### src/design/clw_pkg.sv
// Shared types and constants for the character LCD text stream writer.
// Used by the controller, the datapath and the top level; no dependencies.
package clw_pkg;

    // Default DDRAM line length in characters.
    localparam int CLW_DDRAM_LINE_LEN = 40;

    // Field widths.
    localparam int CHAR_W      = 8;
    localparam int COL_W       = 6;
    localparam int ROW_W       = 2;
    localparam int LINES_W     = 3;
    localparam int CFG_DATA_W  = 6;
    localparam int CFG_INDEX_W = 1;

    // Configuration register indexes.
    localparam logic [CFG_INDEX_W-1:0] CFG_LINE_COUNT   = 1'd0;
    localparam logic [CFG_INDEX_W-1:0] CFG_COLUMN_COUNT = 1'd1;

    // Reset values of the configuration registers.
    localparam logic [LINES_W-1:0] LINE_COUNT_RESET   = 3'd2;
    localparam logic [COL_W-1:0]   COLUMN_COUNT_RESET = 6'd16;

    // Characters and bus codes.
    localparam logic [CHAR_W-1:0] CHAR_NEWLINE  = 8'h0A;
    localparam logic [CHAR_W-1:0] CHAR_SPACE    = 8'h20;
    localparam logic [CHAR_W-1:0] CMD_SET_DDRAM = 8'h80;

    // DDRAM line start addresses.
    localparam logic [CHAR_W-1:0] ADDR_LINE0    = 8'h00;
    localparam logic [CHAR_W-1:0] ADDR_LINE1    = 8'h40;
    localparam logic [CHAR_W-1:0] ADDR_L2_C12   = 8'h0C;
    localparam logic [CHAR_W-1:0] ADDR_L3_C12   = 8'h4C;
    localparam logic [CHAR_W-1:0] ADDR_L2_C16   = 8'h10;
    localparam logic [CHAR_W-1:0] ADDR_L3_C16   = 8'h50;
    localparam logic [CHAR_W-1:0] ADDR_L2_C20   = 8'h14;
    localparam logic [CHAR_W-1:0] ADDR_L3_C20   = 8'h54;

    // Register select codes.
    localparam logic RS_COMMAND = 1'b0;
    localparam logic RS_DATA    = 1'b1;

    // Commands from the controller to the datapath.
    typedef struct packed {
        logic latch_char;
        logic emit_char;
        logic emit_pad;
        logic emit_cmd;
    } clw_cmd_t;

    // Status from the datapath to the controller.
    typedef struct packed {
        logic is_newline;
        logic col_lt_len;
        logic col_lt_limit;
        logic pad_last;
        logic cmd_ok;
        logic out_free;
    } clw_status_t;

endpackage

### src/design/clw_ctrl.sv
// Controller state machine of the character LCD text stream writer.
// Depends on clw_pkg for the command and status types.
module clw_ctrl (
    input  logic                 clk,
    input  logic                 rst_n,
    input  logic                 in_valid,
    output logic                 in_stall,
    input  clw_pkg::clw_status_t status,
    output clw_pkg::clw_cmd_t    cmd
);
    import clw_pkg::*;

    localparam logic [1:0] ST_IDLE = 2'd0;
    localparam logic [1:0] ST_CHAR = 2'd1;
    localparam logic [1:0] ST_PAD  = 2'd2;
    localparam logic [1:0] ST_CMD  = 2'd3;

    logic [1:0] state_reg;
    logic [1:0] state_next;
    logic       accept;

    // A new request is taken only between runs.
    assign in_stall = (state_reg != ST_IDLE);
    assign accept   = in_valid && (state_reg == ST_IDLE);

    // Next state and datapath commands.
    always_comb
    begin
        state_next     = state_reg;
        cmd.latch_char = 1'b0;
        cmd.emit_char  = 1'b0;
        cmd.emit_pad   = 1'b0;
        cmd.emit_cmd   = 1'b0;
        case (state_reg)
            ST_IDLE:
            begin
                if (accept)
                begin
                    if (!status.is_newline)
                    begin
                        cmd.latch_char = 1'b1;
                        if (status.col_lt_len)
                        begin
                            state_next = ST_CHAR;
                        end
                    end
                    else if (status.col_lt_limit)
                    begin
                        state_next = ST_PAD;
                    end
                    else if (status.cmd_ok)
                    begin
                        state_next = ST_CMD;
                    end
                end
            end
            ST_CHAR:
            begin
                if (status.out_free)
                begin
                    cmd.emit_char = 1'b1;
                    state_next    = ST_IDLE;
                end
            end
            ST_PAD:
            begin
                if (status.out_free)
                begin
                    cmd.emit_pad = 1'b1;
                    if (status.pad_last)
                    begin
                        state_next = status.cmd_ok ? ST_CMD : ST_IDLE;
                    end
                end
            end
            ST_CMD:
            begin
                if (status.out_free)
                begin
                    cmd.emit_cmd = 1'b1;
                    state_next   = ST_IDLE;
                end
            end
            default:
            begin
                state_next = ST_IDLE;
            end
        endcase
    end

    // State register.
    always_ff @(posedge clk or negedge rst_n)
    begin
        if (!rst_n)
        begin
            state_reg <= ST_IDLE;
        end
        else
        begin
            state_reg <= state_next;
        end
    end

endmodule

### src/design/clw_dp.sv
// Datapath of the character LCD text stream writer: configuration, cursor,
// line addressing and the output register. Depends on clw_pkg.
module clw_dp #(
    parameter int DDRAM_LINE_LEN = clw_pkg::CLW_DDRAM_LINE_LEN
) (
    input  logic                                clk,
    input  logic                                rst_n,
    input  logic                                cfg_we,
    input  logic [clw_pkg::CFG_INDEX_W-1:0]     cfg_index,
    input  logic [clw_pkg::CFG_DATA_W-1:0]      cfg_data,
    input  logic [clw_pkg::CHAR_W-1:0]          text_byte,
    output logic                                out_valid,
    input  logic                                out_stall,
    output logic                                reg_select,
    output logic [clw_pkg::CHAR_W-1:0]          bus_byte,
    output logic                                last_of_run,
    input  clw_pkg::clw_cmd_t                   cmd,
    output clw_pkg::clw_status_t                status
);
    import clw_pkg::*;

    localparam logic [COL_W-1:0] LINE_LEN = COL_W'(DDRAM_LINE_LEN);

    logic [LINES_W-1:0] line_count_reg;
    logic [COL_W-1:0]   column_count_reg;
    logic [COL_W-1:0]   col_reg;
    logic [COL_W-1:0]   col_next;
    logic [ROW_W-1:0]   row_reg;
    logic [ROW_W-1:0]   row_next;
    logic [CHAR_W-1:0]  char_reg;
    logic               out_valid_reg;
    logic               reg_select_reg;
    logic [CHAR_W-1:0]  bus_byte_reg;
    logic               last_of_run_reg;

    logic [LINES_W-1:0] eff_lines;
    logic [LINES_W-1:0] row_inc;
    logic [ROW_W-1:0]   wrap_row;
    logic [COL_W-1:0]   limit;
    logic [COL_W:0]     col_inc;
    logic               addr_ok;
    logic [CHAR_W-1:0]  line_addr;

    // Configuration registers.
    always_ff @(posedge clk or negedge rst_n)
    begin
        if (!rst_n)
        begin
            line_count_reg   <= LINE_COUNT_RESET;
            column_count_reg <= COLUMN_COUNT_RESET;
        end
        else if (cfg_we)
        begin
            case (cfg_index)
                CFG_LINE_COUNT:   line_count_reg   <= cfg_data[LINES_W-1:0];
                CFG_COLUMN_COUNT: column_count_reg <= cfg_data;
                default:          ;
            endcase
        end
    end

    // Line count clamped to the range one to four.
    always_comb
    begin
        if (line_count_reg == '0)
        begin
            eff_lines = 3'd1;
        end
        else if (line_count_reg > 3'd4)
        begin
            eff_lines = 3'd4;
        end
        else
        begin
            eff_lines = line_count_reg;
        end
    end

    // Next line, wrapped by the clamped line count.
    assign row_inc = {1'b0, row_reg} + 3'd1;

    always_comb
    begin
        case (eff_lines)
            3'd1:    wrap_row = '0;
            3'd2:    wrap_row = {1'b0, row_inc[0]};
            3'd3:
            begin
                if (row_inc == 3'd3)
                begin
                    wrap_row = 2'd0;
                end
                else if (row_inc == 3'd4)
                begin
                    wrap_row = 2'd1;
                end
                else
                begin
                    wrap_row = row_inc[ROW_W-1:0];
                end
            end
            default: wrap_row = row_inc[ROW_W-1:0];
        endcase
    end

    // DDRAM start address of the next line; lines two and three exist only
    // on four-line displays of 12, 16 or 20 columns.
    always_comb
    begin
        addr_ok   = 1'b0;
        line_addr = ADDR_LINE0;
        case (wrap_row)
            2'd0:
            begin
                addr_ok = 1'b1;
            end
            2'd1:
            begin
                addr_ok   = (eff_lines >= 3'd2);
                line_addr = ADDR_LINE1;
            end
            default:
            begin
                if (eff_lines == 3'd4)
                begin
                    case (column_count_reg)
                        6'd12:
                        begin
                            addr_ok   = 1'b1;
                            line_addr = wrap_row[0] ? ADDR_L3_C12 : ADDR_L2_C12;
                        end
                        6'd16:
                        begin
                            addr_ok   = 1'b1;
                            line_addr = wrap_row[0] ? ADDR_L3_C16 : ADDR_L2_C16;
                        end
                        6'd20:
                        begin
                            addr_ok   = 1'b1;
                            line_addr = wrap_row[0] ? ADDR_L3_C20 : ADDR_L2_C20;
                        end
                        default:
                        begin
                            addr_ok = 1'b0;
                        end
                    endcase
                end
            end
        endcase
    end

    // Padding limit and cursor comparisons.
    assign limit   = (column_count_reg > LINE_LEN) ? LINE_LEN : column_count_reg;
    assign col_inc = {1'b0, col_reg} + 7'd1;

    assign status.is_newline   = (text_byte == CHAR_NEWLINE);
    assign status.col_lt_len   = (col_reg < LINE_LEN);
    assign status.col_lt_limit = (col_reg < limit);
    assign status.pad_last     = (col_inc >= {1'b0, limit});
    assign status.cmd_ok       = addr_ok;
    assign status.out_free     = !out_valid_reg || !out_stall;

    // Cursor update.
    always_comb
    begin
        col_next = col_reg;
        row_next = row_reg;
        if (cmd.emit_char || cmd.emit_pad)
        begin
            col_next = col_inc[COL_W-1:0];
        end
        else if (cmd.emit_cmd)
        begin
            col_next = '0;
            row_next = wrap_row;
        end
    end

    always_ff @(posedge clk or negedge rst_n)
    begin
        if (!rst_n)
        begin
            col_reg <= '0;
            row_reg <= '0;
        end
        else
        begin
            col_reg <= col_next;
            row_reg <= row_next;
        end
    end

    // Character held for the data write.
    always_ff @(posedge clk)
    begin
        if (cmd.latch_char)
        begin
            char_reg <= text_byte;
        end
    end

    // Output register valid flag.
    always_ff @(posedge clk or negedge rst_n)
    begin
        if (!rst_n)
        begin
            out_valid_reg <= 1'b0;
        end
        else if (cmd.emit_char || cmd.emit_pad || cmd.emit_cmd)
        begin
            out_valid_reg <= 1'b1;
        end
        else if (!out_stall)
        begin
            out_valid_reg <= 1'b0;
        end
    end

    // Output register payload.
    always_ff @(posedge clk)
    begin
        if (cmd.emit_char)
        begin
            reg_select_reg  <= RS_DATA;
            bus_byte_reg    <= char_reg;
            last_of_run_reg <= 1'b1;
        end
        else if (cmd.emit_pad)
        begin
            reg_select_reg  <= RS_DATA;
            bus_byte_reg    <= CHAR_SPACE;
            last_of_run_reg <= status.pad_last && !addr_ok;
        end
        else if (cmd.emit_cmd)
        begin
            reg_select_reg  <= RS_COMMAND;
            bus_byte_reg    <= CMD_SET_DDRAM | line_addr;
            last_of_run_reg <= 1'b1;
        end
    end

    assign out_valid   = out_valid_reg;
    assign reg_select  = reg_select_reg;
    assign bus_byte    = bus_byte_reg;
    assign last_of_run = last_of_run_reg;

endmodule

### src/design/char_lcd_text_stream_writer_top.sv
// Top level of the character LCD text stream writer.
// Instantiates clw_ctrl and clw_dp; depends on clw_pkg.
//
// Usage: text bytes arrive on the input channel (in_valid, in_stall,
// text_byte); each request becomes zero or more LCD bus writes on the output
// channel (out_valid, out_stall, reg_select, bus_byte, last_of_run), with
// last_of_run marking the final write of a request. An ordinary byte gives
// one data write while the column is below the DDRAM line length; a newline
// gives space writes up to the visible width and then a DDRAM address
// command, where the next line can be addressed. Timing: a request is taken
// only while the controller is idle. A byte is accepted, then its writes are
// loaded one by one into the single output register, which takes one write
// per cycle while the receiver does not stall. Configuration (cfg_we,
// cfg_index, cfg_data) must be written between requests (the block does not
// enforce this) and takes effect at once.
// Reset clears the cursor to line 0, column 0, sets two lines of 16 columns
// and empties the output register. While the receiver stalls, the pending
// write holds steady and the controller waits, so no write is lost.
module char_lcd_text_stream_writer_top #(
    parameter int DDRAM_LINE_LEN = clw_pkg::CLW_DDRAM_LINE_LEN
) (
    input  logic                            clk,
    input  logic                            rst_n,
    input  logic                            cfg_we,
    input  logic [clw_pkg::CFG_INDEX_W-1:0] cfg_index,
    input  logic [clw_pkg::CFG_DATA_W-1:0]  cfg_data,
    input  logic                            in_valid,
    output logic                            in_stall,
    input  logic [clw_pkg::CHAR_W-1:0]      text_byte,
    output logic                            out_valid,
    input  logic                            out_stall,
    output logic                            reg_select,
    output logic [clw_pkg::CHAR_W-1:0]      bus_byte,
    output logic                            last_of_run
);
    import clw_pkg::*;

    clw_cmd_t    cmd;
    clw_status_t status;

    // Controller.
    clw_ctrl u_ctrl (
        .clk      (clk),
        .rst_n    (rst_n),
        .in_valid (in_valid),
        .in_stall (in_stall),
        .status   (status),
        .cmd      (cmd)
    );

    // Datapath.
    clw_dp #(
        .DDRAM_LINE_LEN (DDRAM_LINE_LEN)
    ) u_dp (
        .clk         (clk),
        .rst_n       (rst_n),
        .cfg_we      (cfg_we),
        .cfg_index   (cfg_index),
        .cfg_data    (cfg_data),
        .text_byte   (text_byte),
        .out_valid   (out_valid),
        .out_stall   (out_stall),
        .reg_select  (reg_select),
        .bus_byte    (bus_byte),
        .last_of_run (last_of_run),
        .cmd         (cmd),
        .status      (status)
    );

endmodule
### config.mk
export PLATFORM = sky130hd
export DESIGN_NAME = char_lcd_text_stream_writer_top
export DESIGN_NICKNAME = d
export VERILOG_FILES = /design/src/design/clw_pkg.sv /design/src/design/clw_ctrl.sv /design/src/design/clw_dp.sv /design/src/design/char_lcd_text_stream_writer_top.sv
export SDC_FILE = /design/constraint.sdc
export NUM_CORES = 1
export LEC_CHECK = 0
export BUFFER_PORTS_ARGS = -buffer_cell sky130_fd_sc_hd__clkbuf_2
export CAP_MARGIN = 20
export CORE_UTILIZATION = 53
export CTS_BUF_LIST = sky130_fd_sc_hd__clkbuf_2 sky130_fd_sc_hd__clkbuf_4 sky130_fd_sc_hd__clkbuf_8
export CTS_CLUSTER_DIAMETER = 200
export DETAILED_ROUTE_END_ITERATION = 7
export PLACE_DENSITY = 0.78
export SLEW_MARGIN = 25
export SYNTH_ARGS = -nofsm -noshare
export SYNTH_HDL_FRONTEND = slang
export SYNTH_SLANG_ARGS = --single-unit
export TNS_END_PERCENT = 100
### constraint.sdc
create_clock -name clk -period 2.3 [get_ports clk]
set_clock_uncertainty 0.05 [all_clocks]
set_input_delay 0.46 -clock clk [delete_from_list [all_inputs] [get_ports clk]]
set_output_delay 0.46 -clock clk [all_outputs]
set_load 0.02 [all_outputs]
# [Yosys cells after proc, flatten, opt, wreduce, memory -nomap -nowiden]
# Index checks and enable logic that the tools add are counted.
[totals] latch_bits=0 output_inout_bits=12 romBits=0 inputBits=20 mem_bits_rw=0 elab_cells=104 register_bits=38 n_memories=0
[classes] mul=0 n_mux=41 add_sub_neg=2 n_eq_ne=21 n_bitwise=2 reduce_logical=22 n_lt_le_gt_ge=6 div=0 shifts=0
[ops] cell="$mux W7" count=4
[ops] cell="$mux W8" count=3
[ops] cell="$mux W2" count=11
[ops] cell="$pmux W7 S3" count=1
[ops] cell="$mux W6" count=3
[ops] cell="$pmux W7 S2" count=1
[ops] cell="$mux W1" count=13
[ops] cell="$eq A6 B5 Y1 const B" count=2
[ops] cell="$pmux W2 S3" count=2
[ops] cell="$eq A3 B2 Y1 const B" count=3
[ops] cell="$eq A8 B4 Y1 const B" count=1
[ops] cell="$ne A2 B1 Y1 const B" count=4
[ops] cell="$add A6 B1 Y7 const B" count=1
[ops] cell="$ge A7 B6 Y1" count=1
[ops] cell="$eq A3 B3 Y1 const B" count=2
[ops] cell="$eq A6 B4 Y1 const B" count=1
[ops] cell="$gt A6 B6 Y1 const B" count=1
[ops] cell="$lt A6 B6 Y1" count=1
[ops] cell="$lt A6 B6 Y1 const B" count=1
[ops] cell="$mux W3" count=2
[ops] cell="$reduce_and A2 Y1" count=3
[ops] cell="$reduce_and A6 Y1" count=1
[ops] cell="$reduce_bool A2 Y1" count=3
[ops] cell="$eq A2 B1 Y1 const B" count=2
[ops] cell="other kinds (18)" count=27

# [Longest topological paths before layout]
[logic_depth] depth_word=12 depth_mapped=10 ltp_nobuf=10

# [Cells and area by module]
# A second synthesis with hierarchy kept.
[hier_totals] hier_cells=187 hier_area_um2=2024.4
[modules_own_cells] module="clw_dp" area_each_um2=1810.5 instances=1 seq_area_each_um2=973.4 cells_each=160
[modules_own_cells] module="clw_ctrl" area_each_um2=214.0 instances=1 seq_area_each_um2=50.0 cells_each=27

# [Worst setup path before layout]
# Ideal clock, no wire load.
[synth_timing] path_type="register -> register" from="register u_dp.col_reg[2]" to="register u_ctrl.state_reg[1]" setup_slack_ns=0.014 required_ns=2.128 setup_time_ns=0.122 arrival_time_ns=2.114 n_path_buf=0 stages_incl_launch_ff=10 cell_sequence="dfrtp_1 > and3_1 > and2_1 > nand2_1 > xnor2_1 > ha_1 > nand2_1 > a221oi_1 > or4_4 > a32o_1"
[synth_between] elab_chain_cells=5
[synth_rtl] item="from (decl)" line_no="clw_dp.sv:26" text="logic [COL_W-1:0] col_reg;"
[synth_rtl] item="from (signal assigned)" line_no="clw_dp.sv:188" text="col_reg <= col_next;"
[synth_rtl] item="parallel branches: the longest is 5 deep, another holds $add A6 B1 Y7"
[synth_rtl] item="to (signal assigned)" line_no="clw_ctrl.sv:100" text="state_reg <= state_next;"
[synth_rtl] item="to (decl)" line_no="clw_ctrl.sv:18" text="logic [1:0] state_reg;"
# Parallel ways; which one is timed is not known. The select of a mux whose other input is x is not followed.
# A chain may end at the register's enable or synchronous reset.

# [Worst setup path in the final report]
[layout_timing] from="register u_dp.col_reg[0]" to="register u_ctrl.state_reg[1]"
# Same word-level chain as after synthesis.

==> out/results.ini <==
[yosys]
ys_seq_elements=38
yosysSeqAreaShare=0.510
syn_inst=182
syn_area_mm2=0.00201
synth.area.top_cells=edfxtp_1 24%, dfrtp_1 22%, ha_1 8.7%
syn_avg_cell_area_um2=11.0
ys_types=46
ys.warnings.count=0
synthFlopType=dfrtp_1
synth_top_area_cell=edfxtp_1
syn-num-nets=216
synth_top_cell_area_share=0.239
synth_edf_count=16
async_flop_share=0.526

[sta]
relSlewSlack=0.653
grt_setup_unrepaired=true
setup_viol_count_final=2
period_needed_ns=2.34
drv_slew=0
worst_pin_slew_ns=0.520
tns_ns=-0.0543
fin_crit_sh=1.02
layout_setup_ws_ns=-0.0420
max_freq_mhz=427
hold_violations=0

[floorplan]
fp.dieW_um=63.5
num_rows=21
io-pin-count=32
core_mm2=0.00347
die-area_mm2=0.00404
initial_core_util=0.579
die_h_um=63.5

[placement]
portBuffers=31
routabilityCongestion=0.897
dp_hpwl_um=3280

[routing]
wirelength_um=4300
viasPerCell=5.72
post_drt_wl_per_cell_um=15.6
drt_iter0_drc=130
drc_errors=0
postRouteAntennaNets=0
detail_route.first_pass.iterations=4
vias=1579

[clocking]
cts-root-buf=clkbuf_8
htreeDepth=2
clockBufferDepth=2
hold_buffers=0
cts_made_buffers=5
clkTransAtPathRegs_ns=0.08
clock_latency_ns=0.30
cts_tree=done
clkSinkCount=38

[layout]
seqCellArea_mm2=0.00102
layout_commonest_cell=clkbuf_2
syn_to_final_growth_pct=21.4
drive_above_1_share=0.343
fin_util=0.702
final_cell_mix=31 x clkbuf_2, 24 x nand2_1, 18 x dfrtp_1
fin_nets=263
fill_cells=285
antennaDiodeCount=0
multi_input_area_um2=966

[grt]
grt_pass1_vias=1581
grt.met1_usage=0.283
grt_overflow=0
grt_use_met3=0.0543
grt_use_total=0.232
grt_antenna_before_repair=0
grtUsageMet2=0.403
grt_pass1_wl_um=7160
gr-max-usage-layer=met2
grt_max_degree=21

[worst_setup_path]
critical-path-max-stage-delay_ns=0.56
crit_arrival_ns=2.48
path_cells=and3_4, buf_4, xor2_1, ha_1, nor3_2, a221oi_2, or4_4, a32o_1
worstSetupStartpointType=flop
crit_required_ns=2.44
critPathKind=reg2reg
cp_max_fo=4
end_kind=flop
slowest_stage=or4_4

[power_and_ir_drop]
ir_worst_vdd_mv=0.536
cellLeakagePower_uw=0.00112
powerDensity_mw_per_mm2=1070
total_power_uw=2610

[run_status]
outcome=finished, violations left
violations=setup timing

[worst_hold_path]
holdCritPathClass=in2async

[flow_run]
maxCapViolations=0

[stage by stage]
step	setup slack [ns]	std cells	hold WS, ns	instance area (um2)
2_1_floorplan	0.0142	182	0.114	2010
3_3_place_gp	0.0256	267	0.380	2280
3_5_place_dp	-0.0578	267	0.386	2280
4_1_cts	0.000306	276	0.0903	2410
5_1_grt	-0.121	276	0.105	2440
6_report	-0.0420	276	0.0700	2440
[synth_stat cells (all sizes together) (3+ instances only)]
library cell  count
a21oi            12
nand3             3
o21ai            15
buf               3
nor2              5
nand2            25
a32o              3
inv               9
nor2b             6
edfxtp           16
ha               14
o31ai             4
and3              4
dfrtp            18
and2              3
mux2              9
[cell families after synthesis]
logic type | count (synthesis) | share of synthesized area
DFF | 38 | 0.510
buffers and inverters | 12 | 0.0287
adders and majority gates | 15 | 0.0923
xor gates and xnor gates | 4 | 0.0175
and+or+nand+nor | 58 | 0.153
muxes | 9 | 0.0505
AOI/OAI and AO/OA | 46 | 0.148
[per-layer routing]
metal,up-vias,wire length (um)
li1,766,-
met1,756,1820
met2,46,2190
met3,11,197
met4,0,95
met5,-,0
[power breakdown]
| group | switching [uW] | internal [uW] | total [uW] | leakage, uW |
|---|---|---|---|---|
| registers | 123 | 909 | 1030 | 0.000412 |
| logic | 596 | 429 | 1020 | 0.000655 |
| clock network | 227 | 332 | 558 | 0.0000563 |
[final timing paths]
kind | from | endpoint | slack (ns) | depth (start not counted)
min reg2reg | u_dp.reg_select | u_dp.reg_select | 0.39 | 2
min in group clk | text_byte[5] | u_dp.char_reg[5] | 0.30 | 1
max reg2reg | u_dp.col_reg[0] | u_ctrl.state_reg[1] | -0.04 | 8
max | u_dp.col_reg[0] | u_ctrl.state_reg[1] | -0.04 | 8
min | rst_n | u_dp.out_valid | 0.07 | 1
max in group asynchronous | rst_n | u_dp.line_count_reg[1] | 1.75 | 1
[area by class of cell]
| class | instances | share of cell area |
|---|---|---|
| Clock buffer | 6 | 0.0313 |
| Clock inverter | 2 | 0.0139 |
| Inverter | 9 | 0.0139 |
| Multi-Input combinational cell | 132 | 0.397 |
| Sequential cell | 38 | 0.420 |
| Tap cell | 46 | 0.0236 |
| Timing Repair Buffer | 43 | 0.101 |
[repair_timing]
| action | 4_1_cts | 5_1_grt |
|---|---|---|
| endpoints found under the hold margin | 0 | 0 |
| pin swaps | 2 | 1 |
| resized for setup | 3 | 9 |
| buffers inserted | 1 | 0 |
| endpoints found under the setup margin | 3 | 3 |
[critical path, delay by kind of cell, from the launching register on]
kind                       cells  cell delay (ns)
and+or+nand+nor                3             0.96
DFF                            1             0.40
AOI/OAI and AO/OA              2             0.32
adders and majority gates      1             0.24
xor gates and xnor gates       1             0.15
buffers and inverters          1             0.13
(Power assumes the default switching activity.)
